`src/dft_pkg.sv`:
```
package dft_pkg;

    localparam int TWIDDLE_BITS = 16;
    localparam int BIN_BITS     = 24;
    localparam int PHASE_BITS   = 6;
    localparam int TABLE_SIZE   = 64;
    localparam int OUT_MAX      = 8388607;
    localparam int OUT_MIN      = -8388608;

    typedef enum logic [1:0] {
        ST_LOAD,
        ST_CALC,
        ST_EMIT
    } dft_state_t;

    // Control half of a sample token travelling along the row of cells.
    typedef struct packed {
        logic valid;
        logic first;
        logic last;
    } tok_ctl_t;

    typedef logic signed [TWIDDLE_BITS-1:0] twiddle_t;
    typedef logic [PHASE_BITS-1:0]          phase_t;

    localparam twiddle_t QUARTER_COS [0:16] = '{
        16'sd32767, 16'sd32610, 16'sd32138, 16'sd31357, 16'sd30274, 16'sd28899,
        16'sd27246, 16'sd25330, 16'sd23170, 16'sd20788, 16'sd18205, 16'sd15447,
        16'sd12540, 16'sd9512,  16'sd6393,  16'sd3212,  16'sd0
    };

    function automatic twiddle_t cos_at(input phase_t a);
        logic [1:0] q;
        logic [4:0] r;
        logic [4:0] r_mirror;
        twiddle_t   v;
        q        = a[5:4];
        r        = {1'b0, a[3:0]};
        r_mirror = 5'd16 - r;
        unique case (q)
            2'd0:    v = QUARTER_COS[r];
            2'd1:    v = -QUARTER_COS[r_mirror];
            2'd2:    v = -QUARTER_COS[r];
            default: v = QUARTER_COS[r_mirror];
        endcase
        return v;
    endfunction

    function automatic twiddle_t sin_at(input phase_t a);
        phase_t b;
        b = a + phase_t'(48);
        return cos_at(b);
    endfunction

endpackage

```
`src/dft_cell.sv`:
```
module dft_cell #(
    parameter int SAMPLE_BITS = 16,
    parameter int LOG2N       = 6,
    parameter int STEP        = 0
) (
    input  logic                                   clk,
    input  logic                                   rst_n,
    input  dft_pkg::tok_ctl_t                      in_ctl,
    input  logic signed [SAMPLE_BITS-1:0]          in_xr,
    input  logic signed [SAMPLE_BITS-1:0]          in_xi,
    input  logic                                   inverse,
    input  logic                                   shift_en,
    input  logic signed [dft_pkg::BIN_BITS-1:0]    res_in_r,
    input  logic signed [dft_pkg::BIN_BITS-1:0]    res_in_i,
    output dft_pkg::tok_ctl_t                      out_ctl,
    output logic signed [SAMPLE_BITS-1:0]          out_xr,
    output logic signed [SAMPLE_BITS-1:0]          out_xi,
    output logic signed [dft_pkg::BIN_BITS-1:0]    res_out_r,
    output logic signed [dft_pkg::BIN_BITS-1:0]    res_out_i,
    output logic                                   fin
);
    import dft_pkg::*;

    localparam int PW   = SAMPLE_BITS + TWIDDLE_BITS;
    localparam int ACCW = PW + LOG2N;
    localparam int SUMW = ACCW + 2;

    tok_ctl_t                   ctl_reg;
    logic signed [SAMPLE_BITS-1:0] xr_reg, xi_reg;
    phase_t                     phase_reg;
    logic                       fin_reg;
    logic signed [ACCW-1:0]     acc_a_reg, acc_b_reg, acc_c_reg, acc_d_reg;
    logic signed [BIN_BITS-1:0] res_r_reg, res_i_reg;

    phase_t                     phase_use;
    twiddle_t                   c, s;
    logic signed [PW-1:0]       pa, pb, pc, pd;
    logic signed [SUMW-1:0]     sum_r, sum_i, rnd_r, rnd_i;
    logic signed [BIN_BITS-1:0] sat_r, sat_i;

    // Phase of sample n in bin k is n*k*stride, built up one step per token.
    assign phase_use = in_ctl.first ? '0 : phase_reg;
    assign c  = cos_at(phase_use);
    assign s  = sin_at(phase_use);
    assign pa = in_xr * c;
    assign pb = in_xi * s;
    assign pc = in_xi * c;
    assign pd = in_xr * s;

    always_comb
    begin
        if (inverse)
        begin
            sum_r = SUMW'(acc_a_reg) - SUMW'(acc_b_reg);
            sum_i = SUMW'(acc_c_reg) + SUMW'(acc_d_reg);
            rnd_r = (sum_r + (SUMW'(1) <<< (14 + LOG2N))) >>> (15 + LOG2N);
            rnd_i = (sum_i + (SUMW'(1) <<< (14 + LOG2N))) >>> (15 + LOG2N);
        end
        else
        begin
            sum_r = SUMW'(acc_a_reg) + SUMW'(acc_b_reg);
            sum_i = SUMW'(acc_c_reg) - SUMW'(acc_d_reg);
            rnd_r = (sum_r + (SUMW'(1) <<< 14)) >>> 15;
            rnd_i = (sum_i + (SUMW'(1) <<< 14)) >>> 15;
        end
        if (rnd_r > SUMW'(OUT_MAX))
            sat_r = BIN_BITS'(OUT_MAX);
        else if (rnd_r < SUMW'(OUT_MIN))
            sat_r = BIN_BITS'(OUT_MIN);
        else
            sat_r = rnd_r[BIN_BITS-1:0];
        if (rnd_i > SUMW'(OUT_MAX))
            sat_i = BIN_BITS'(OUT_MAX);
        else if (rnd_i < SUMW'(OUT_MIN))
            sat_i = BIN_BITS'(OUT_MIN);
        else
            sat_i = rnd_i[BIN_BITS-1:0];
    end

    always_ff @(posedge clk or negedge rst_n)
    begin
        if (!rst_n)
        begin
            ctl_reg   <= '0;
            fin_reg   <= 1'b0;
            phase_reg <= '0;
        end
        else
        begin
            ctl_reg <= in_ctl;
            fin_reg <= in_ctl.valid & in_ctl.last;
            if (in_ctl.valid)
                phase_reg <= phase_use + phase_t'(STEP);
        end
    end

    always_ff @(posedge clk)
    begin
        xr_reg <= in_xr;
        xi_reg <= in_xi;
        if (in_ctl.valid)
        begin
            if (in_ctl.first)
            begin
                acc_a_reg <= ACCW'(pa);
                acc_b_reg <= ACCW'(pb);
                acc_c_reg <= ACCW'(pc);
                acc_d_reg <= ACCW'(pd);
            end
            else
            begin
                acc_a_reg <= acc_a_reg + ACCW'(pa);
                acc_b_reg <= acc_b_reg + ACCW'(pb);
                acc_c_reg <= acc_c_reg + ACCW'(pc);
                acc_d_reg <= acc_d_reg + ACCW'(pd);
            end
        end
        if (fin_reg)
        begin
            res_r_reg <= sat_r;
            res_i_reg <= sat_i;
        end
        else if (shift_en)
        begin
            res_r_reg <= res_in_r;
            res_i_reg <= res_in_i;
        end
    end

    assign out_ctl   = ctl_reg;
    assign out_xr    = xr_reg;
    assign out_xi    = xi_reg;
    assign res_out_r = res_r_reg;
    assign res_out_i = res_i_reg;
    assign fin       = fin_reg;

endmodule
```
`config.mk`:
```
export PLATFORM = sky130hd
export DESIGN_NAME = dft_cell
export DESIGN_NICKNAME = d
export VERILOG_FILES = /design/src/dft_pkg.sv /design/src/dft_cell.sv
export SDC_FILE = /design/constraint.sdc
export NUM_CORES = 2
export LEC_CHECK = 0
export ABC_AREA = 1
export BUFFER_PORTS_ARGS = -buffer_cell sky130_fd_sc_hd__buf_2
export CORE_ASPECT_RATIO = 1.4
export CORE_MARGIN = 3
export CORE_UTILIZATION = 40
export DETAILED_ROUTE_END_ITERATION = 10
export PLACE_DENSITY_LB_ADDON = 0.15
export SYNTH_ARGS = -nofsm -noshare
export SYNTH_HDL_FRONTEND = slang
export SYNTH_SLANG_ARGS = --single-unit
```
`constraint.sdc`:
```
create_clock -name clk -period 15.6 [get_ports clk]
set_clock_uncertainty 0.2 [all_clocks]
set_input_delay 4.68 -clock clk [delete_from_list [all_inputs] [get_ports clk]]
set_output_delay 4.68 -clock clk [all_outputs]
set_load 0.02 [all_outputs]
```
* Word level (Yosys, flattened, before mapping)
Memory sizes are Yosys's and may differ from the RTL's. Index checks and enable logic that the tools add are counted. W data, S select, Z words.
Operators by class: add/subtract/negate cells 19, multipliers 4, magnitude comparators 8, equal/unequal tests 4, muxes and demuxes 25, bitwise gates (word level) 5, reduce and logical (&&, ||, !) cells 3
Operators with widths (number):
- $mux W24 | 8
- $add A38 B32 Y38 | 4
- $mux W38 | 4
- $mul A16 B16 Y32 | 4
- $mux W16 | 8
- $pmux W16 S3 | 2
- $add A39 B16 Y40 const B | 2
- $add A39 B22 Y40 const B | 2
- $gt A40 B24 Y1 const B | 2
- $lt A40 B24 Y1 const B | 2
- $mux W40 | 2
- $add A38 B38 Y39 | 2
- $sub A38 B38 Y39 | 2
- $neg A16 Y16 | 4
- $ge A6 B6 Y1 const B | 4
- $not A4 Y6 | 2
- $not A5 Y6 | 2
- $sub A5 B4 Y5 const A | 2
- $add A6 B6 Y6 const B | 1
- $mux W6 | 1
- $eq A2 B1 Y1 const B | 2
- $eq A2 B2 Y1 const B | 2
- $logic_not A2 Y1 | 2
- $reduce_bool A2 Y1 | 1
- $and A1 B1 Y1 | 1
Word-level totals: flip-flop bits (word level) 242, memory bits (read-only) 2048, input bits 87, output and inout bits 84, word-level logic and storage cells 85, memories 4
Memory list:
- (no name shown) | words 32, bits a word 16, read ports 1, clocked after memory_dff 0, write ports 0, RTL line dft_pkg.sv:44 | default: v = QUARTER_COS[r_mirror];
- (no name shown) | words 32, bits a word 16, read ports 1, clocked after memory_dff 0, write ports 0, RTL line dft_pkg.sv:43 | 2'd2: v = -QUARTER_COS[r];
- (no name shown) | words 32, bits a word 16, read ports 1, clocked after memory_dff 0, write ports 0, RTL line dft_pkg.sv:44
- (no name shown) | words 32, bits a word 16, read ports 1, clocked after memory_dff 0, write ports 0, RTL line dft_pkg.sv:43

* Logic depth before layout (Yosys ltp)
word-level depth 12, mapped depth 58, gate-level depth less buffers 56

* Least setup slack after synthesis
OpenSTA, ideal clock, no wires.
kind input port to flip-flop, start point in in_ctl[1] in the netlist's numbering, end point reg acc_b_reg[34], data pin, library setup time 0.257 ns, arrival time 13.199 ns, data required time 15.143 ns, setup slack 1.944 ns, stages on the path 56, path buffers 3, path through buf_6 nor2_4 inv_2 ha_1 inv_1 nand2_1 nand2_2 buf_6 nand2_1 o21ai_0 nand2_1 nand3_2 ha_1 inv_1 nand2_1 nand2_1 inv_1 nand2_1 [... 20 more ...] nand3_1 a21oi_1 o21ai_0 nand2_1 inv_1 nor2_1 nand2_1 and2_1 ha_1 a21oi_1 inv_1 a31oi_1 o21ai_0 a31oi_1 nand3_1 or2_2 nand3_1 nand2_1
On the way: longest elaborated chain between the ends 12, elaborated cells between the ends (all ways) 20, those cells by class 5 x add/sub; 1 x mul; 2 x eq/ne; 7 x mux; 2 x bitwise; 1 x reduce/logical; 2 x memory
Ends and longest elaborated chain:
- from (decl) | RTL line dft_cell.sv:8 | input dft_pkg::tok_ctl_t in_ctl,
- $mux W6 (*) | RTL line dft_cell.sv:42 | assign phase_use = in_ctl.first ? '0 : phase_reg;
- via phase_use[1] | RTL line dft_cell.sv:35 | phase_t phase_use;
- $add A6 B6 Y6 (*) | RTL line dft_pkg.sv:51 | b = a + phase_t'(48);
- $sub A5 B4 Y5 | RTL line dft_pkg.sv:39 | r_mirror = 5'd16 - r;
- $not A5 Y6 (not written as such) | RTL line dft_pkg.sv:42, dft_pkg.sv:44
- $mem_v2 Z32 W16
- $mux W16 (not written as such) (2 in series) | RTL line dft_pkg.sv:44
- $neg A16 Y16 | RTL line dft_pkg.sv:42 | 2'd1: v = -QUARTER_COS[r_mirror];
- $pmux W16 S3 (*) | RTL line dft_pkg.sv:40 | unique case (q)
- $mul A16 B16 Y32 (*) | RTL line dft_cell.sv:46 | assign pb = in_xi * s;
- $add A38 B32 Y38 | RTL line dft_cell.sv:113 | acc_b_reg <= acc_b_reg + ACCW'(pb);
- $mux W38 (*) | RTL line dft_cell.sv:103 | if (in_ctl.first)
- to (signal assigned) | RTL line dft_cell.sv:106 | acc_b_reg <= ACCW'(pb);
- to (signal assigned) | RTL line dft_cell.sv:113
- to (decl) | RTL line dft_cell.sv:32 | logic signed [ACCW-1:0] acc_a_reg, acc_b_reg, acc_c_reg, acc_d_reg;
The timed path passes the listed nets; every way through them passes the cells marked *. The select of a mux whose other input is x is not followed. A chain may end at the register's enable or synchronous reset.

* Final worst setup path
start point in in_ctl[1] in the netlist's numbering, end point reg acc_d_reg[29], data pin
On the way: longest elaborated chain between the ends 12, elaborated cells between the ends (all ways) 20, those cells by class 5 x add/sub; 1 x mul; 2 x eq/ne; 7 x mux; 2 x bitwise; 1 x reduce/logical; 2 x memory
Ends and longest elaborated chain:
- $mux W6 (*) | RTL line dft_cell.sv:42
- via phase_use[1] | RTL line dft_cell.sv:35
- $add A6 B6 Y6 (*) | RTL line dft_pkg.sv:51
- $sub A5 B4 Y5 | RTL line dft_pkg.sv:39
- $not A5 Y6 (not written as such) | RTL line dft_pkg.sv:42, dft_pkg.sv:44
- $mem_v2 Z32 W16
- $mux W16 (not written as such) (2 in series) | RTL line dft_pkg.sv:44
- $neg A16 Y16 | RTL line dft_pkg.sv:42
- $pmux W16 S3 (*) | RTL line dft_pkg.sv:40
- $mul A16 B16 Y32 (*) | RTL line dft_cell.sv:48 | assign pd = in_xr * s;
- $add A38 B32 Y38 | RTL line dft_cell.sv:115 | acc_d_reg <= acc_d_reg + ACCW'(pd);
- $mux W38 (*) | RTL line dft_cell.sv:103
- to (signal assigned) | RTL line dft_cell.sv:108 | acc_d_reg <= ACCW'(pd);
- to (signal assigned) | RTL line dft_cell.sv:115
- to (decl) | RTL line dft_cell.sv:32
Marks and branches as above.

==> run metrics <==
largest net degree at the start of global routing 78; share of layout cells above drive strength 1 5.01%; drc violations 0; RePlAce Congestion 1.04; DIE AREA around 190,000 um^2; critical path peak fanout 17; yosys warns 0; Slew @ Worst Pin 1.29 ns; most frequent cells in the layout inv_1, nand2_1, nor2_1; Core Region between 150,000 and 200,000 um^2; root buffer cell clkbuf_16; CTS max path bufs 3; RSZ-0062 raised after global routing no; outcome complete, no violations; Clock Latency Late Sink roughly 0.63 ns; syn_nets between 10,000 and 15,000; synthesized cell area 74,300 um^2; main combinational cell family by area after synthesis adder cells; DRT Wirelength 306,000 um; Starting DRT DRC Count approximately 5,300; Adder-Cell Fraction of Synth Area 41.7%; FILL cells 19,400; DRT antenna net count 0; Cells after Synth 10,400; r2r startpoint phase_reg[1]$_DFFE_PN0P_; Critical Path Start Type primary input; area growth from synthesis to final layout 7.30%; syn_area_per_cell 7.16 um^2; max incr delay on CP between 0.7 and 0.8 ns; area of the multi-input gates 58,100 um^2; Final Hold Fails 0; crit path DAT 15.28 ns; slew margin rel. 13.9%; DP Area 78,400 um^2; initial antenna violation count 4; Worst-path clk slew 0.06 ns; top-area cell type share of the netlist area 28.4%; final instance area 79,700 um^2; Setup Buffers After CTS 0; register area 6900 um^2; first-pass GRT wire length approximately 460,000 um; Yosys cell types 60; Finish-stage setup viols 0; hold_sp phase_reg[3]$_DFFE_PN0P_; vias in the first global route 72,400; All-Layer GR Usage between 30% and 40%; CTS tree done; sequential share of the synthesized area a little over 9%; fin crit period 15.11 ns; Via Count 69,800; Congestion Overflow GR 0; DR WL/cell 23.6 um; commonest non-fill, non-tap cell in the layout inv_1; TritonCTS buffer count 35; Setup crit end kind register; Critical Path RT approximately 16 ns; max-slew violations 0; leading area contributor after synthesis fa_1; Starting Density about 40%; DP HPWL 262,000 um; Highest Clock Rate 66.2 MHz; mux share of post-synthesis cell area 0%; row count 186; critical path startpoint in_ctl[1]; CP Class primary input to register; top post-synthesis cells by area fa_1, ha_1, inv_1; most used cell along the critical path nand2_1; die height 516 um; FF+latch count, synth 242; compound-gate portion of the synthesized area 9.75%; fin crit share a little over nine tenths; IO Port Bufs 170; drt via density between 5 and 6; HP Class register to register; H-Tree Depth 2; slowest cell on the critical path o21ai_0; Initial DRT Pass Iterations 8; post-layout net count 12,400; simple-gate area share of the yosys netlist 24.6%; max_cap viols 0; clk sinks approximately 240; Die Wd approximately 370 um; boundary pin count 171; xor-xnor portion of the synthesized cell area 2.18%
[final cells by class]
cell class              instances  share of cell area, %
multi-input cells            7704                   73.0
inverters                    2155                   10.2
flip-flops and latches        242                   8.66
well taps                    2444                   3.84
repair buffers                351                   2.85
clock buffers                  43                   1.23
clock inverters                20                  0.292
diodes                          1                0.00314
[routing by layer]
metal	global-route usage [%]	wire length, um	up-vias
met4	17.6	20400	2
li1	-	-	32600
met2	55.3	148000	2512
met1	38.3	121000	34000
met3	3.52	16200	651
met5	0	13	-
[path summary, 6_finish.rpt]
path                                            endpoint  slack (ns)  cells after the start
max in group asynchronous                  fin$_DFF_PN0_       10.93                      1
worst max-delay path             acc_d_reg[29]$_DFFE_PP_        0.49                     47
min in group asynchronous           out_ctl[1]$_DFF_PN0_        3.84                      1
worst min register to register  phase_reg[3]$_DFFE_PN0P_        0.35                      2
worst max register to register   acc_d_reg[29]$_DFFE_PP_        4.17                     47
worst min-delay path            phase_reg[3]$_DFFE_PN0P_        0.35                      2
[worst max-delay path, delay by kind of cell]
family	cells	cell delay, ns
AO/OA/AOI/OAI	1	0.73
XOR/XNOR	1	0.40
AND/OR/NAND/NOR	24	4.04
adder cells (fa/ha/maj)	9	3.95
buffers and inverters	12	1.42
[what timing repair did]
item                       CTS  global route
hold buffers                 0             0
setup endpoints to repair    0             2
gates resized for setup      0             4
[through the flow]
| stage | utilization, % | setup TNS [ns] | hold slack, ns | instances | setup WS (ns) |
|---|---|---|---|---|---|
| 2_1_floorplan | - | 0 | 0.289 | 10400 | 1.94 |
| 3_3_place_gp | 42.6 | -0.145 | 0.330 | 12900 | -0.0762 |
| 3_5_place_dp | 42.6 | -0.125 | 0.344 | 12900 | -0.104 |
| 4_1_cts | 43.3 | 0 | 0.357 | 13000 | 0.544 |
| 5_1_grt | 43.3 | 0 | 0.383 | 13000 | 0.0282 |
| 6_report | 43.3 | 0 | 0.349 | 13000 | 0.487 |
[logic make-up after synthesis]
family                   count (synthesis)
AO/OA/AOI/OAI                         1306
XOR/XNOR                               185
adder cells (fa/ha/maj)               1842
buffers and inverters                 2424
flip-flops                             242
AND/OR/NAND/NOR                       4371
[synthesized netlist by cell type, drive strengths merged]
master,n
o2111ai,4
xor2,110
o21bai,78
or3b,1
a31oi,62
a21o,55
nor3,56
xnor2,75
nand2b,2
clkbuf,177
a21boi,26
nor3b,2
buf,92
ha,790
or2,43
edfxtp,200
a21oi,574
o22ai,3
nand2,2034
dfxtp,32
dfrtp,10
a211oi,3
a221oi,6
nand4,79
nor4b,1
fa,1052
nor4,17
clkinv,14
a31o,1
o221ai,7
and3,7
and2,22
o211ai,19
o21ai,444
nand3b,25
nand3,859
o31ai,9
a22oi,1
inv,2141
o21a,14
nor2,1223
Power is not shown: default switching activity piles up to over one toggle a cycle in this logic, so the estimate is an artifact.
